<file path="src/rtl/dsdft_mul.sv">
// Shared signed multiplier, product registered
module dsdft_mul (
    input  logic                i_clk,
    input  logic signed [48:0]  i_a,
    input  logic signed [16:0]  i_b,
    output logic signed [65:0]  o_p
);
    logic signed [65:0] r_p;

    always_ff @(posedge i_clk) begin
        r_p <= 66'(i_a) * 66'(i_b);
    end

    assign o_p = r_p;
endmodule

</file>
<file path="config.mk">
export PLATFORM = sky130hd
export DESIGN_NAME = dsdft_mul
export DESIGN_NICKNAME = d
export VERILOG_FILES = /design/src/rtl/dsdft_mul.sv
export SDC_FILE = /design/constraint.sdc
export NUM_CORES = 2
export LEC_CHECK = 0
export BUFFER_PORTS_ARGS = -buffer_cell sky130_fd_sc_hd__buf_2
export CAP_MARGIN = 5
export CORE_MARGIN = 2
export CORE_UTILIZATION = 40
export DETAILED_ROUTE_END_ITERATION = 8
export PLACE_DENSITY = 0.54
export SYNTH_ARGS = -nofsm -noshare
export SYNTH_HDL_FRONTEND = slang
export SYNTH_SLANG_ARGS = --single-unit
</file>
<file path="constraint.sdc">
create_clock -name i_clk -period 5.6 [get_ports i_clk]
set_input_delay 0.28 -clock i_clk [delete_from_list [all_inputs] [get_ports i_clk]]
set_output_delay 0.28 -clock i_clk [all_outputs]
set_load 0.02 [all_outputs]
</file>
# ---- After elaboration in Yosys (flattened, before gate mapping)
# Index checks and enable logic that the tools add are counted.
# W data, S select, Z words.
dict set report op_classes {
  eq_ne 0
  n_reduce_logical 0
  shift 0
  div 0
  multipliers 1
  bitwise_logic 0
  mux 0
  n_lt_le_gt_ge 0
  addsub 0
}
# cell count
set op_table {}
lappend op_table {{$mul A49 B17 Y66} 1}
dict set report totals {
  input_bits 67
  wordCells 2
  register_bits 66
  mem_bits_ro 0
  output_inout_bits 66
  n_memories 0
  mem_bits_rw 0
  latch_bits 0
}

# ---- Longest topological paths before layout
dict set report logic_depth {
  ltp_word 1
  mapped_depth 25
  depth_no_buf 24
}

# ---- Worst setup path after synthesis
# Ideal clock, no wire load.
dict set report synth_path {
  path_type {input to register}
  from {input port i_b[2]}
  to {register r_p[64], in the netlist o_p[64]}
  t_required_ns 5.480
  arrival_time_ns 6.067
  setup_slack_ns -0.587
  path_buffers 3
  path_stages 23
  setup_ns 0.120
  cell_sequence {clkbuf_1 > clkbuf_1 > nand2_1 > fa_1 > fa_1 > fa_1 > inv_1 > fa_1 > fa_1 > inv_1 > fa_1 > inv_1 > ha_1 > buf_2 > nand4_1 > or3_1 > nor4_1 > o2111ai_1 > nand3_1 > a31oi_1 > o2111ai_1 > a41oi_1 > xnor2_1}
}
dict set report synth_via {
  elab_chain_len 1
}
# element line_no
set synth_rtl {}
lappend synth_rtl {{from (decl)} 5} ;# input logic signed [16:0] i_b,
lappend synth_rtl {{$mul A49 B17 Y66} 11} ;# r_p <= 66'(i_a) * 66'(i_b);
lappend synth_rtl {{to (signal assigned)} 11}
lappend synth_rtl {{to (decl)} 8} ;# logic signed [65:0] r_p;
# Every way passes these cells.

# ---- Worst setup path in the final report
dict set report layout_path {
  from {input port i_b[6]}
  to {register r_p[63], in the netlist o_p[63]}
}
# Same word-level chain as after synthesis.

==> metrics.md <==
| Metric | Value |
|---|---|
| CTS Sinks | 66 |
| Post-Route WL | 87.0 mm |
| Max_cap viols | 0 |
| #FFs+latches synth | 66 |
| Ys flop type | dfxtp_1 |
| Outcome | finished with violations |
| Initial Util | between 40% and 50% |
| Syn Area/Cell | just under 9 um2 |
| Min Tclk post-route | between 5 and 6 ns |
| CTS Hold Buffers Added | 0 |
| Worst Hold Class | primary input to flop |
| Drt drc | 0 |
| Nets | 4783 |
| Gr usage total | 24.4% |
| Vias/cell | roughly 4.8 |
| Congestion Overflow GR | 0 |
| CP Launch Type | primary input |
| Number of I/O pins | 133 |
| Port Buffer Count | between 100 and 150 |
| DR iter-0 viols | ~1000 |
| Synth cell types | 58 |
| Die ar. | 75200 um2 |
| Hold path cells | 2 |
| Antenna cell count | 0 |
| Synth Cell Area | ~29000 um2 |
| Max FO, Critical Path | 6 |
| CTS root buffer | clkbuf_16 |
| Htree depth | 3 |
| Post-synth EDFFs | 0 |
| Final antenna-violating net count | 0 |
| Initial antenna violation count | 2 |
| Vias in the first global route | 24700 |
| Yosys warning count | 0 |
| Core area | slightly above 70000 um2 |
| WL per Instance | between 15 and 20 um |
| Endpoint class of the critical path | flop |
| CTS tree | yes |
| Post-Route Utilization | between 50% and 60% |
| GPL Wtd Cong | 0.891 |
| TritonCTS buffer count | 9 |
| Clk slew on worst S/H paths | 0.06 ns |
| Unrepaired setup endpoints after global routing | true |
| Placed cells | 4666 |
| Die width | between 200 and 300 um |
| Post-DP HPWL | slightly above 70 mm |
| CP Class | primary input to flop |
| Fmax | 0.168 GHz |
| Worst slew pin tran | approximately 0.46 ns |
| Final hold violation count | 0 |
| Fin. max-slew vios | 0 |
| Syn nets | approximately 4300 |
| TNS Setup | -6.25 ns |
| Crit path required time | between 5 and 6 ns |
| Post-Layout Cell Count | roughly 4800 |
| Synthesized instance count | 3268 |
| First-pass iteration count of the detailed router | 7 |
| Fraction of layout cells with a size suffix above 1 | between 20% and 30% |
| Max reg flops | 66 |
| Site Rows | between 90 and 100 |
| First-pass GRT wire length | around 140 mm |
| Slew HR | ~70% |
| Violated checks | setup timing |
| Area Overhead vs Synth | 28.6% |
| Crit path arrival time | 6.19 ns |
| FFs w/ async S/R, synth | 0% |
| Seq/Total Area, Yosys | about 4.5% |
| PnR worst setup slack | -0.337 ns |
| Die Span Y | 274 um |
| Largest net degree at the start of global routing | 26 |
| Final setup viols | 33 |
| Crit share post-route | 106% |
| Via count | between 20000 and 25000 |
| Max clock buf depth | 2 |
[path summary, 6_finish.rpt]
check	startpoint	end	slack (ns)
worst min-delay path	i_a[0]	o_p[0]	0.15
worst max-delay path	i_b[6]	o_p[63]	-0.34
[cell families (layout without fill, tap and decap cells)]
group,Yosys count,count (layout),synth area share [%]
buffers and inverters,1005,1533,12.9
adders and majority gates,925,925,59.6
DFF,66,66,4.52
and+or+nand+nor,1000,1000,16.2
AOI/OAI and AO/OA,209,209,4.88
xor gates and xnor gates,63,63,1.89
[critical path, stage by stage]
cell	delay (ns)
buf_12	0.12
buf_12	0.12
and2_4	0.13
fa_1	0.55
inv_2	0.04
fa_1	0.49
fa_1	0.43
fa_1	0.51
inv_2	0.05
fa_1	0.53
inv_1	0.05
fa_1	0.49
inv_2	0.05
ha_4	0.24
a2111oi_4	0.27
o21a_1	0.21
buf_4	0.13
nor3_2	0.03
a311o_2	0.38
o2111ai_4	0.25
buf_12	0.17
a31oi_4	0.10
a21oi_4	0.28
o21a_4	0.21
o211ai_1	0.09
[cell type report]
cell class,count,area (um2)
repair buffers,656,5950
clock inverters,7,93.8
flip-flops and latches,66,1320
well taps,959,1200
inverters,861,3240
multi-input cells,2197,25500
fillers,6805,35000
clock buffers,9,225
[Yosys cell counts (all sizes together) (5+ instances only)]
cell type  instances  share of area (%)
inv              860                 11
fa               776                 53
nand2            525                6.7
and2             315                6.7
ha               149                6.4
clkbuf           137                1.8
nor2              74               0.95
dfxtp             66                4.5
a21oi             62                1.1
xnor2             41                1.2
o21ai             36               0.62
a21o              30               0.77
xor2              22               0.66
nand2b            16               0.34
nor3              15               0.26
nand3             14               0.24
o21bai            12               0.31
nor2b             11               0.24
and3              10               0.21
a211oi             8               0.21
a31oi              8               0.17
o21a               8               0.21
buf                7               0.12
nand4              6               0.13
a2111oi            5               0.22
nor4               5               0.11
o2111ai            5               0.19
[per-layer routing]
metal  share of wire, %  wire (um)  vias to the layer above  global-route usage [%]
met1                 44      37900                    11600                    33.6
met4                2.6       2280                        4                    5.78
met5              0.022         19                        -                       0
met3                5.8       5020                      111                    3.42
met2                 48      41800                      587                    40.8
li1                   -          -                    10400                       -
[layout by cell type (no fill, tap or decap), drive strengths merged, types with 16 or more instances in the layout]
| master | instances |
|---|---|
| xnor2 | 41 |
| dfxtp | 66 |
| nor2 | 74 |
| xor2 | 22 |
| inv | 861 |
| and2 | 315 |
| a21o | 30 |
| fa | 776 |
| buf | 649 |
| o21ai | 36 |
| a21oi | 62 |
| ha | 149 |
| nand2b | 16 |
| nand2 | 525 |
[what timing repair did]
item | 4_1_cts | 5_1_grt
setup buffers | 50 | 22
pin swaps | 137 | 96
setup endpoints to repair | 42 | 37
gates resized for setup | 290 | 124
gates cloned | 7 | 4
[through the flow]
| stage | worst slack (ns) | area [um2] | hold slack [ns] |
|---|---|---|---|
| global route | -0.508 | 37600 | 0.145 |
| global placement | -1.45 | 34700 | 0.539 |
| detailed placement | -1.46 | 34700 | 0.545 |
| floorplan | -0.233 | 29700 | 0.619 |
| CTS | -0.323 | 36900 | 0.126 |
| finish | -0.337 | 37600 | 0.152 |
Power is not shown: default switching activity piles up to over one toggle a cycle in this logic, so the estimate is an artifact.
