`src/rtl/dsdft_pkg.sv`:
```
package dsdft_pkg;

    // Default sizes and register reset
    localparam int NUM_BINS_DEF   = 16;
    localparam int RING_DEPTH_DEF = 256;
    localparam logic [15:0] DAMP_RESET = 16'd65529;

    // Operation codes
    localparam logic [1:0] OP_ADD   = 2'd0;
    localparam logic [1:0] OP_LOAD  = 2'd1;
    localparam logic [1:0] OP_CLEAR = 2'd2;

    // Magnitude unit widths
    localparam int ROOT_W = 40;
    localparam int RAD_W  = 2 * ROOT_W;
    localparam int REM_W  = ROOT_W + 4;
    localparam int CNT_W  = $clog2(ROOT_W);

    typedef enum logic [2:0] {
        S_CLR,
        S_IDLE,
        S_RDC,
        S_RDR,
        S_MUL,
        S_SQRT,
        S_EMIT
    } t_state;

    typedef struct packed {
        logic [1:0]         operation;
        logic signed [15:0] sample;
        logic [3:0]         bin_index;
        logic signed [15:0] cos_step;
        logic signed [15:0] sin_step;
        logic signed [15:0] cos_window;
        logic signed [15:0] sin_window;
        logic [7:0]         window_len;
    } t_in_data;

    typedef struct packed {
        logic [3:0]         out_bin;
        logic [39:0]        magnitude;
        logic signed [47:0] real_part;
        logic signed [47:0] imag_part;
        logic               last;
    } t_out_data;

    typedef struct packed {
        logic signed [15:0] cs;
        logic signed [15:0] ss;
        logic signed [15:0] cw;
        logic signed [15:0] sw;
        logic [7:0]         win;
    } t_coef;

endpackage

```
`src/rtl/dsdft_sqrt.sv`:
```
// Restoring integer square root, one result bit per cycle
module dsdft_sqrt (
    input  logic                           i_clk,
    input  logic                           i_rst_n,
    input  logic                           i_start,
    input  logic [dsdft_pkg::RAD_W-1:0]    i_rad,
    output logic                           o_done,
    output logic [dsdft_pkg::ROOT_W-1:0]   o_root
);
    localparam int RW = dsdft_pkg::ROOT_W;
    localparam int AW = dsdft_pkg::RAD_W;
    localparam int MW = dsdft_pkg::REM_W;
    localparam int CW = dsdft_pkg::CNT_W;

    logic          r_busy;
    logic          r_done;
    logic [CW-1:0] r_cnt;
    logic [AW-1:0] r_rad;
    logic [MW-1:0] r_rem;
    logic [RW-1:0] r_root;
    logic [MW-1:0] n_rem;
    logic [RW-1:0] n_root;
    logic [MW-1:0] w_shift;
    logic [MW-1:0] w_trial;

    // Bring down two radicand bits, try root*4+1
    always_comb begin
        w_shift = {r_rem[MW-3:0], r_rad[AW-1 -: 2]};
        w_trial = {2'b00, r_root, 2'b01};
        if (w_shift >= w_trial) begin
            n_rem  = w_shift - w_trial;
            n_root = {r_root[RW-2:0], 1'b1};
        end else begin
            n_rem  = w_shift;
            n_root = {r_root[RW-2:0], 1'b0};
        end
    end

    // Control
    always_ff @(posedge i_clk) begin
        if (!i_rst_n) begin
            r_busy <= 1'b0;
            r_done <= 1'b0;
        end else begin
            r_done <= 1'b0;
            if (i_start) begin
                r_busy <= 1'b1;
            end else if (r_busy && r_cnt == CW'(RW - 1)) begin
                r_busy <= 1'b0;
                r_done <= 1'b1;
            end
        end
    end

    // Datapath
    always_ff @(posedge i_clk) begin
        if (i_start) begin
            r_cnt  <= '0;
            r_rad  <= i_rad;
            r_rem  <= '0;
            r_root <= '0;
        end else if (r_busy) begin
            r_cnt  <= r_cnt + 1'b1;
            r_rad  <= r_rad << 2;
            r_rem  <= n_rem;
            r_root <= n_root;
        end
    end

    assign o_done = r_done;
    assign o_root = r_root;
endmodule
```
`config.mk`:
```
export PLATFORM = sky130hd
export DESIGN_NAME = dsdft_sqrt
export DESIGN_NICKNAME = d
export VERILOG_FILES = /design/src/rtl/dsdft_pkg.sv /design/src/rtl/dsdft_sqrt.sv
export SDC_FILE = /design/constraint.sdc
export NUM_CORES = 1
export LEC_CHECK = 0
export BUFFER_PORTS_ARGS = -buffer_cell sky130_fd_sc_hd__buf_4
export CELL_PAD_IN_SITES_DETAIL_PLACEMENT = 1
export CELL_PAD_IN_SITES_GLOBAL_PLACEMENT = 1
export CORE_UTILIZATION = 40
export DETAILED_ROUTE_END_ITERATION = 7
export GPL_TIMING_DRIVEN = 0
export PLACE_DENSITY_LB_ADDON = 0.2
export SLEW_MARGIN = 5
export SYNTH_ARGS = -nofsm -noshare
export SYNTH_HDL_FRONTEND = slang
export SYNTH_SLANG_ARGS = --single-unit
```
`constraint.sdc`:
```
create_clock -name i_clk -period 8.3 [get_ports i_clk]
set_input_delay 0.83 -clock i_clk [delete_from_list [all_inputs] [get_ports i_clk]]
set_output_delay 0.83 -clock i_clk [all_outputs]
set_load 0.02 [all_outputs]
```
# After elaboration in Yosys (flattened, before gate mapping)
# Index checks and enable logic that the tools add are counted.
# classes
addsub	2
order_cmp	1
eq_ne	1
n_mux	7
bitwise	1
n_reduce_logical	4
# op_table
operator	n
80-bit two-way mux	2
44-bit by 42-bit >= comparator with 1-bit output	1
42-bit two-way mux	1
42-bit subtractor	1
6-bit by 1-bit adder with 6-bit output, second input constant	1
6-bit == test, second input constant	1
1-bit two-way mux	4
2-bit nonzero test	2
2-bit OR reduction	1
1-bit logical AND	1
1-bit inverter	1
# word_totals
ff_bits	170
inputBits	83
output_inout_bits	41
word_cells	22

# Depth between registers and ports, before layout
# logic_depth
ltp_word	4
depth_mapped	14
mapped_depth_nobuf	11

# Worst setup path before layout
# OpenSTA, ideal clock, no wires.
# synth_path
path_kind	input to register
from	in i_start
to	reg r_rad[0] (enable)
setup_ps	435
t_arrival_ps	2673
t_required_ps	7865
setup_slack_ps	5192
path_stages	3
path_buffers	1
cell_sequence	clkbuf_1 -> nor2_1 -> inv_1
# synth_via
elab_chain_cells	1
# synth_lines
item	line	rtl
start: declaration	dsdft_sqrt.sv:5	input logic i_start,
2-bit nonzero test (no line)	-	
end signal: assignment	dsdft_sqrt.sv:59	r_rad <= i_rad;
end signal: assignment	dsdft_sqrt.sv:64	r_rad <= r_rad << 2;
end: declaration	dsdft_sqrt.sv:18	logic [AW-1:0] r_rad;
# No other way between the ends.
# A chain may end at the register's enable or synchronous reset.

# Worst setup path after layout
# layout_path
from	reg r_root[0], in the netlist o_root[0]
to	reg r_rem[41]
# layout_via
elab_chain_cells	2
elab_cells_between_ends	3
cone_classes	1 x add/sub; 1 x order compare; 1 x mux
# layout_lines
item	line	rtl
start: declaration	dsdft_sqrt.sv:20	logic [RW-1:0] r_root;
start signal: assignment	dsdft_sqrt.sv:66	r_root <= n_root;
42-bit subtractor or 44-bit by 42-bit >= comparator with 1-bit output (tied branches)	dsdft_sqrt.sv:31, dsdft_sqrt.sv:30	
42-bit two-way mux *	dsdft_sqrt.sv:30	if (w_shift >= w_trial) begin
end signal: assignment	dsdft_sqrt.sv:65	r_rem <= n_rem;
end: declaration	dsdft_sqrt.sv:19	logic [MW-1:0] r_rem;
# Every way passes the cells marked *; elsewhere a longest branch is shown, timed or not.

==> flow_summary.json <==
{
  "status": "completed",
  "design_area_um2": 11600,
  "drc_errors": 0,
  "hp-class": "flip-flop to flip-flop",
  "mostFrequentLayoutCell": "buf_4",
  "dp_cells": 1381,
  "top_usage_layer": "met2",
  "yosysSeqAreaShare_pct": 43.6,
  "met2_usage_pct": 38.3,
  "finalSetupViolCount": 0,
  "via_per_inst": 5.20,
  "grt_use_met1_pct": 24.8,
  "grt-ovfl-total": 0,
  "drt_iter0_drc": 292,
  "cap_violations": 0,
  "synth_seq_cells": 170,
  "path_max_fanout": 5,
  "dieArea_um2": 24700,
  "port_buffers": 122,
  "arrival_ps": 4150,
  "fin_tns_setup_ps": 0,
  "syn-num-nets": 1065,
  "tritoncts": "built",
  "final_cell_mix": "buf_4 (162), nor2_1 (91), dfxtp_1 (90)",
  "fmax_mhz": 261,
  "layout.nets": 1207,
  "fin_skew_ps": 14.3,
  "grt_start_max_net_pins": 52,
  "vias": 7346,
  "postSynthAreaPerCell_um2": 10.3,
  "fp.dieW_um": 157,
  "ys_types": 66,
  "synth_edf_count": 80,
  "root_buffer": "clkbuf_16",
  "final_layout_size_suffix_gt1_share_pct": 26.7,
  "routabilityCongestion": 0.851,
  "vdd_drop_max_uv": 133,
  "cp.required_ps": 8620,
  "track_usage_pct": 21.3,
  "maxSlewViolCount": 0,
  "period_needed_ps": 3840,
  "fin_crit_sh_pct": 46.2,
  "cts.sink_count": 170,
  "use_met3_pct": 4.63,
  "ys_warn_count": 0,
  "rows": 56,
  "cts_made_buffers": 17,
  "start_util_pct": 41.0,
  "cts_hold_buf": 0,
  "preCtsSetupSlack_ps": 4510,
  "power_density_nw_per_um2": 313,
  "p_leak_nw": 4.80,
  "dpl_cell_area_um2": 11000,
  "worst_slew_pin_slew_ps": 834,
  "totalWireLength_mm": 24.9,
  "synth_cells": 939,
  "cp-end-kind": "flip-flop",
  "first_pass_iters": 4,
  "io_pins": 124,
  "synth_top_flop_cell": "dfxtp_1",
  "clkLatencyLatePin_ps": 450,
  "fin_ws_ps": 4460,
  "clkTransAtPathRegs_ps": 70,
  "grt_pass1_wl_mm": 40.6,
  "area_growth_pct": 20.6,
  "antenna_found_initial": 0,
  "hold_viol_final": 0,
  "core_area_um2": 23500,
  "rsz0062_at_grt": "false",
  "die_h_um": 157,
  "worstSetupPathType": "flip-flop to flip-flop",
  "cts.path.max_buffers": 2,
  "stdcell_count": 1413,
  "dp_hpwl_mm": 18.5,
  "start_kind": "flip-flop",
  "maxSlewHeadroom_pct": 44.4,
  "drt-wirelength-per-cell_um": 17.6,
  "first_global_vias": 7852,
  "htreeDepth": 4,
  "netlist_area_um2": 9640,
  "async_flop_share_pct": 0,
  "post_cts_buffers": 0,
  "diodes": 0,
  "ctsResizeCount": 0,
  "hold_slack_ps": 513,
  "ant_nets": 0
}
-- per-layer routing --
metal | up-vias | share of wire [%]
li1 | 3619 | -
met1 | 3592 | 43
met2 | 109 | 51
met3 | 26 | 4.3
met4 | 0 | 1.6
met5 | - | 0
-- per-stage QoR --
| stage | power, mW | utilization (%) |
|---|---|---|
| after global routing | 3.88 | 49.4 |
| after global placement | 2.78 | 46.6 |
| after detailed placement | 2.80 | 46.7 |
| after CTS | 3.67 | 49.4 |
| final | 3.64 | 49.4 |
| after floorplan | 2.39 | - |
-- kinds of logic (layout without fill, tap and decap cells) --
kind of cell / count (synthesis) / count (layout) / synth area share, %
AND/OR/NAND/NOR: 196 / 196 / 9.25
buffers and inverters: 146 / 301 / 7.55
flip-flops: 170 / 170 / 43.6
adder cells (fa/ha/maj): 43 / 43 / 5.58
AO/OA/AOI/OAI: 197 / 197 / 14.1
multiplexers: 145 / 145 / 16.1
XOR/XNOR: 42 / 42 / 3.81
-- registers in the layout (all words and copies together), names as in the netlist --
name and cells:
o_done 1, o_root 40, r_busy 1, r_rem 42, r_rad 80, r_cnt 6
-- cell type report --
| class | count | area (um^2) |
|---|---|---|
| Buffer | 93 | 529 |
| Clock buffer | 17 | 425 |
| Clock inverter | 15 | 211 |
| Fill cell | 2639 | 11900 |
| Inverter | 53 | 201 |
| Multi-Input combinational cell | 623 | 4710 |
| Sequential cell | 170 | 4200 |
| Tap cell | 319 | 399 |
| Timing Repair Buffer | 123 | 943 |
-- critical path, cell delays in order (launching register included) --
cell and delay (ps):
dfxtp_1 420, inv_1 70, ha_1 380, o211ai_1 100, o21ai_1 320, o2111ai_1 230
o31ai_1 750, o21ai_1 280, o31ai_1 660, a31oi_1 220, xor2_1 200, o21ai_1 70
-- cells in the mapped netlist, types with 5 or more instances --
cell type / count / share of area [%]
inv_1: 53 / 2.1
a21oi_1: 44 / 2.3
nand2_1: 42 / 1.6
a32oi_1: 9 / 0.82
clkbuf_1: 42 / 1.6
xnor2_1: 23 / 2.1
o21a_1: 10 / 0.78
nor2_1: 91 / 3.5
o21ai_0: 27 / 1.4
a21o_1: 22 / 1.7
o31ai_1: 6 / 0.47
nor3_1: 7 / 0.36
ha_1: 43 / 5.6
edfxtp_1: 80 / 25
mux2_2: 78 / 9.1
and2_1: 5 / 0.32
o211ai_1: 5 / 0.39
xor2_1: 19 / 1.7
nor2b_1: 6 / 0.39
dfxtp_1: 90 / 19
nand3_1: 9 / 0.47
and3_1: 6 / 0.39
buf_4: 40 / 3.1
a211oi_1: 25 / 1.9
nand4_1: 12 / 0.78
a31oi_1: 9 / 0.58
o21bai_1: 11 / 0.86
mux2i_1: 64 / 6.6
buf_2: 6 / 0.31
-- worst paths after layout --
kind | start | endpoint | slack, ps | cells after the start
worst max-delay path | o_root[0]$_SDFFE_PP0P_ | r_rem[41]$_SDFFE_PP0P_ | 4460 | 11
worst min-delay path | r_rem[40]$_SDFFE_PP0P_ | r_rem[40]$_SDFFE_PP0P_ | 510 | 2
worst max register to register | o_root[0]$_SDFFE_PP0P_ | r_rem[41]$_SDFFE_PP0P_ | 4460 | 11
worst min register to register | r_rem[40]$_SDFFE_PP0P_ | r_rem[40]$_SDFFE_PP0P_ | 510 | 2
-- where the power goes --
group          internal, mW  switching (mW)  total [mW]
logic                 0.766           0.972        1.74
registers             0.987          0.0702        1.06
clock network         0.418           0.428       0.846
total                  2.17            1.47        3.64
(Power assumes the default switching activity.)
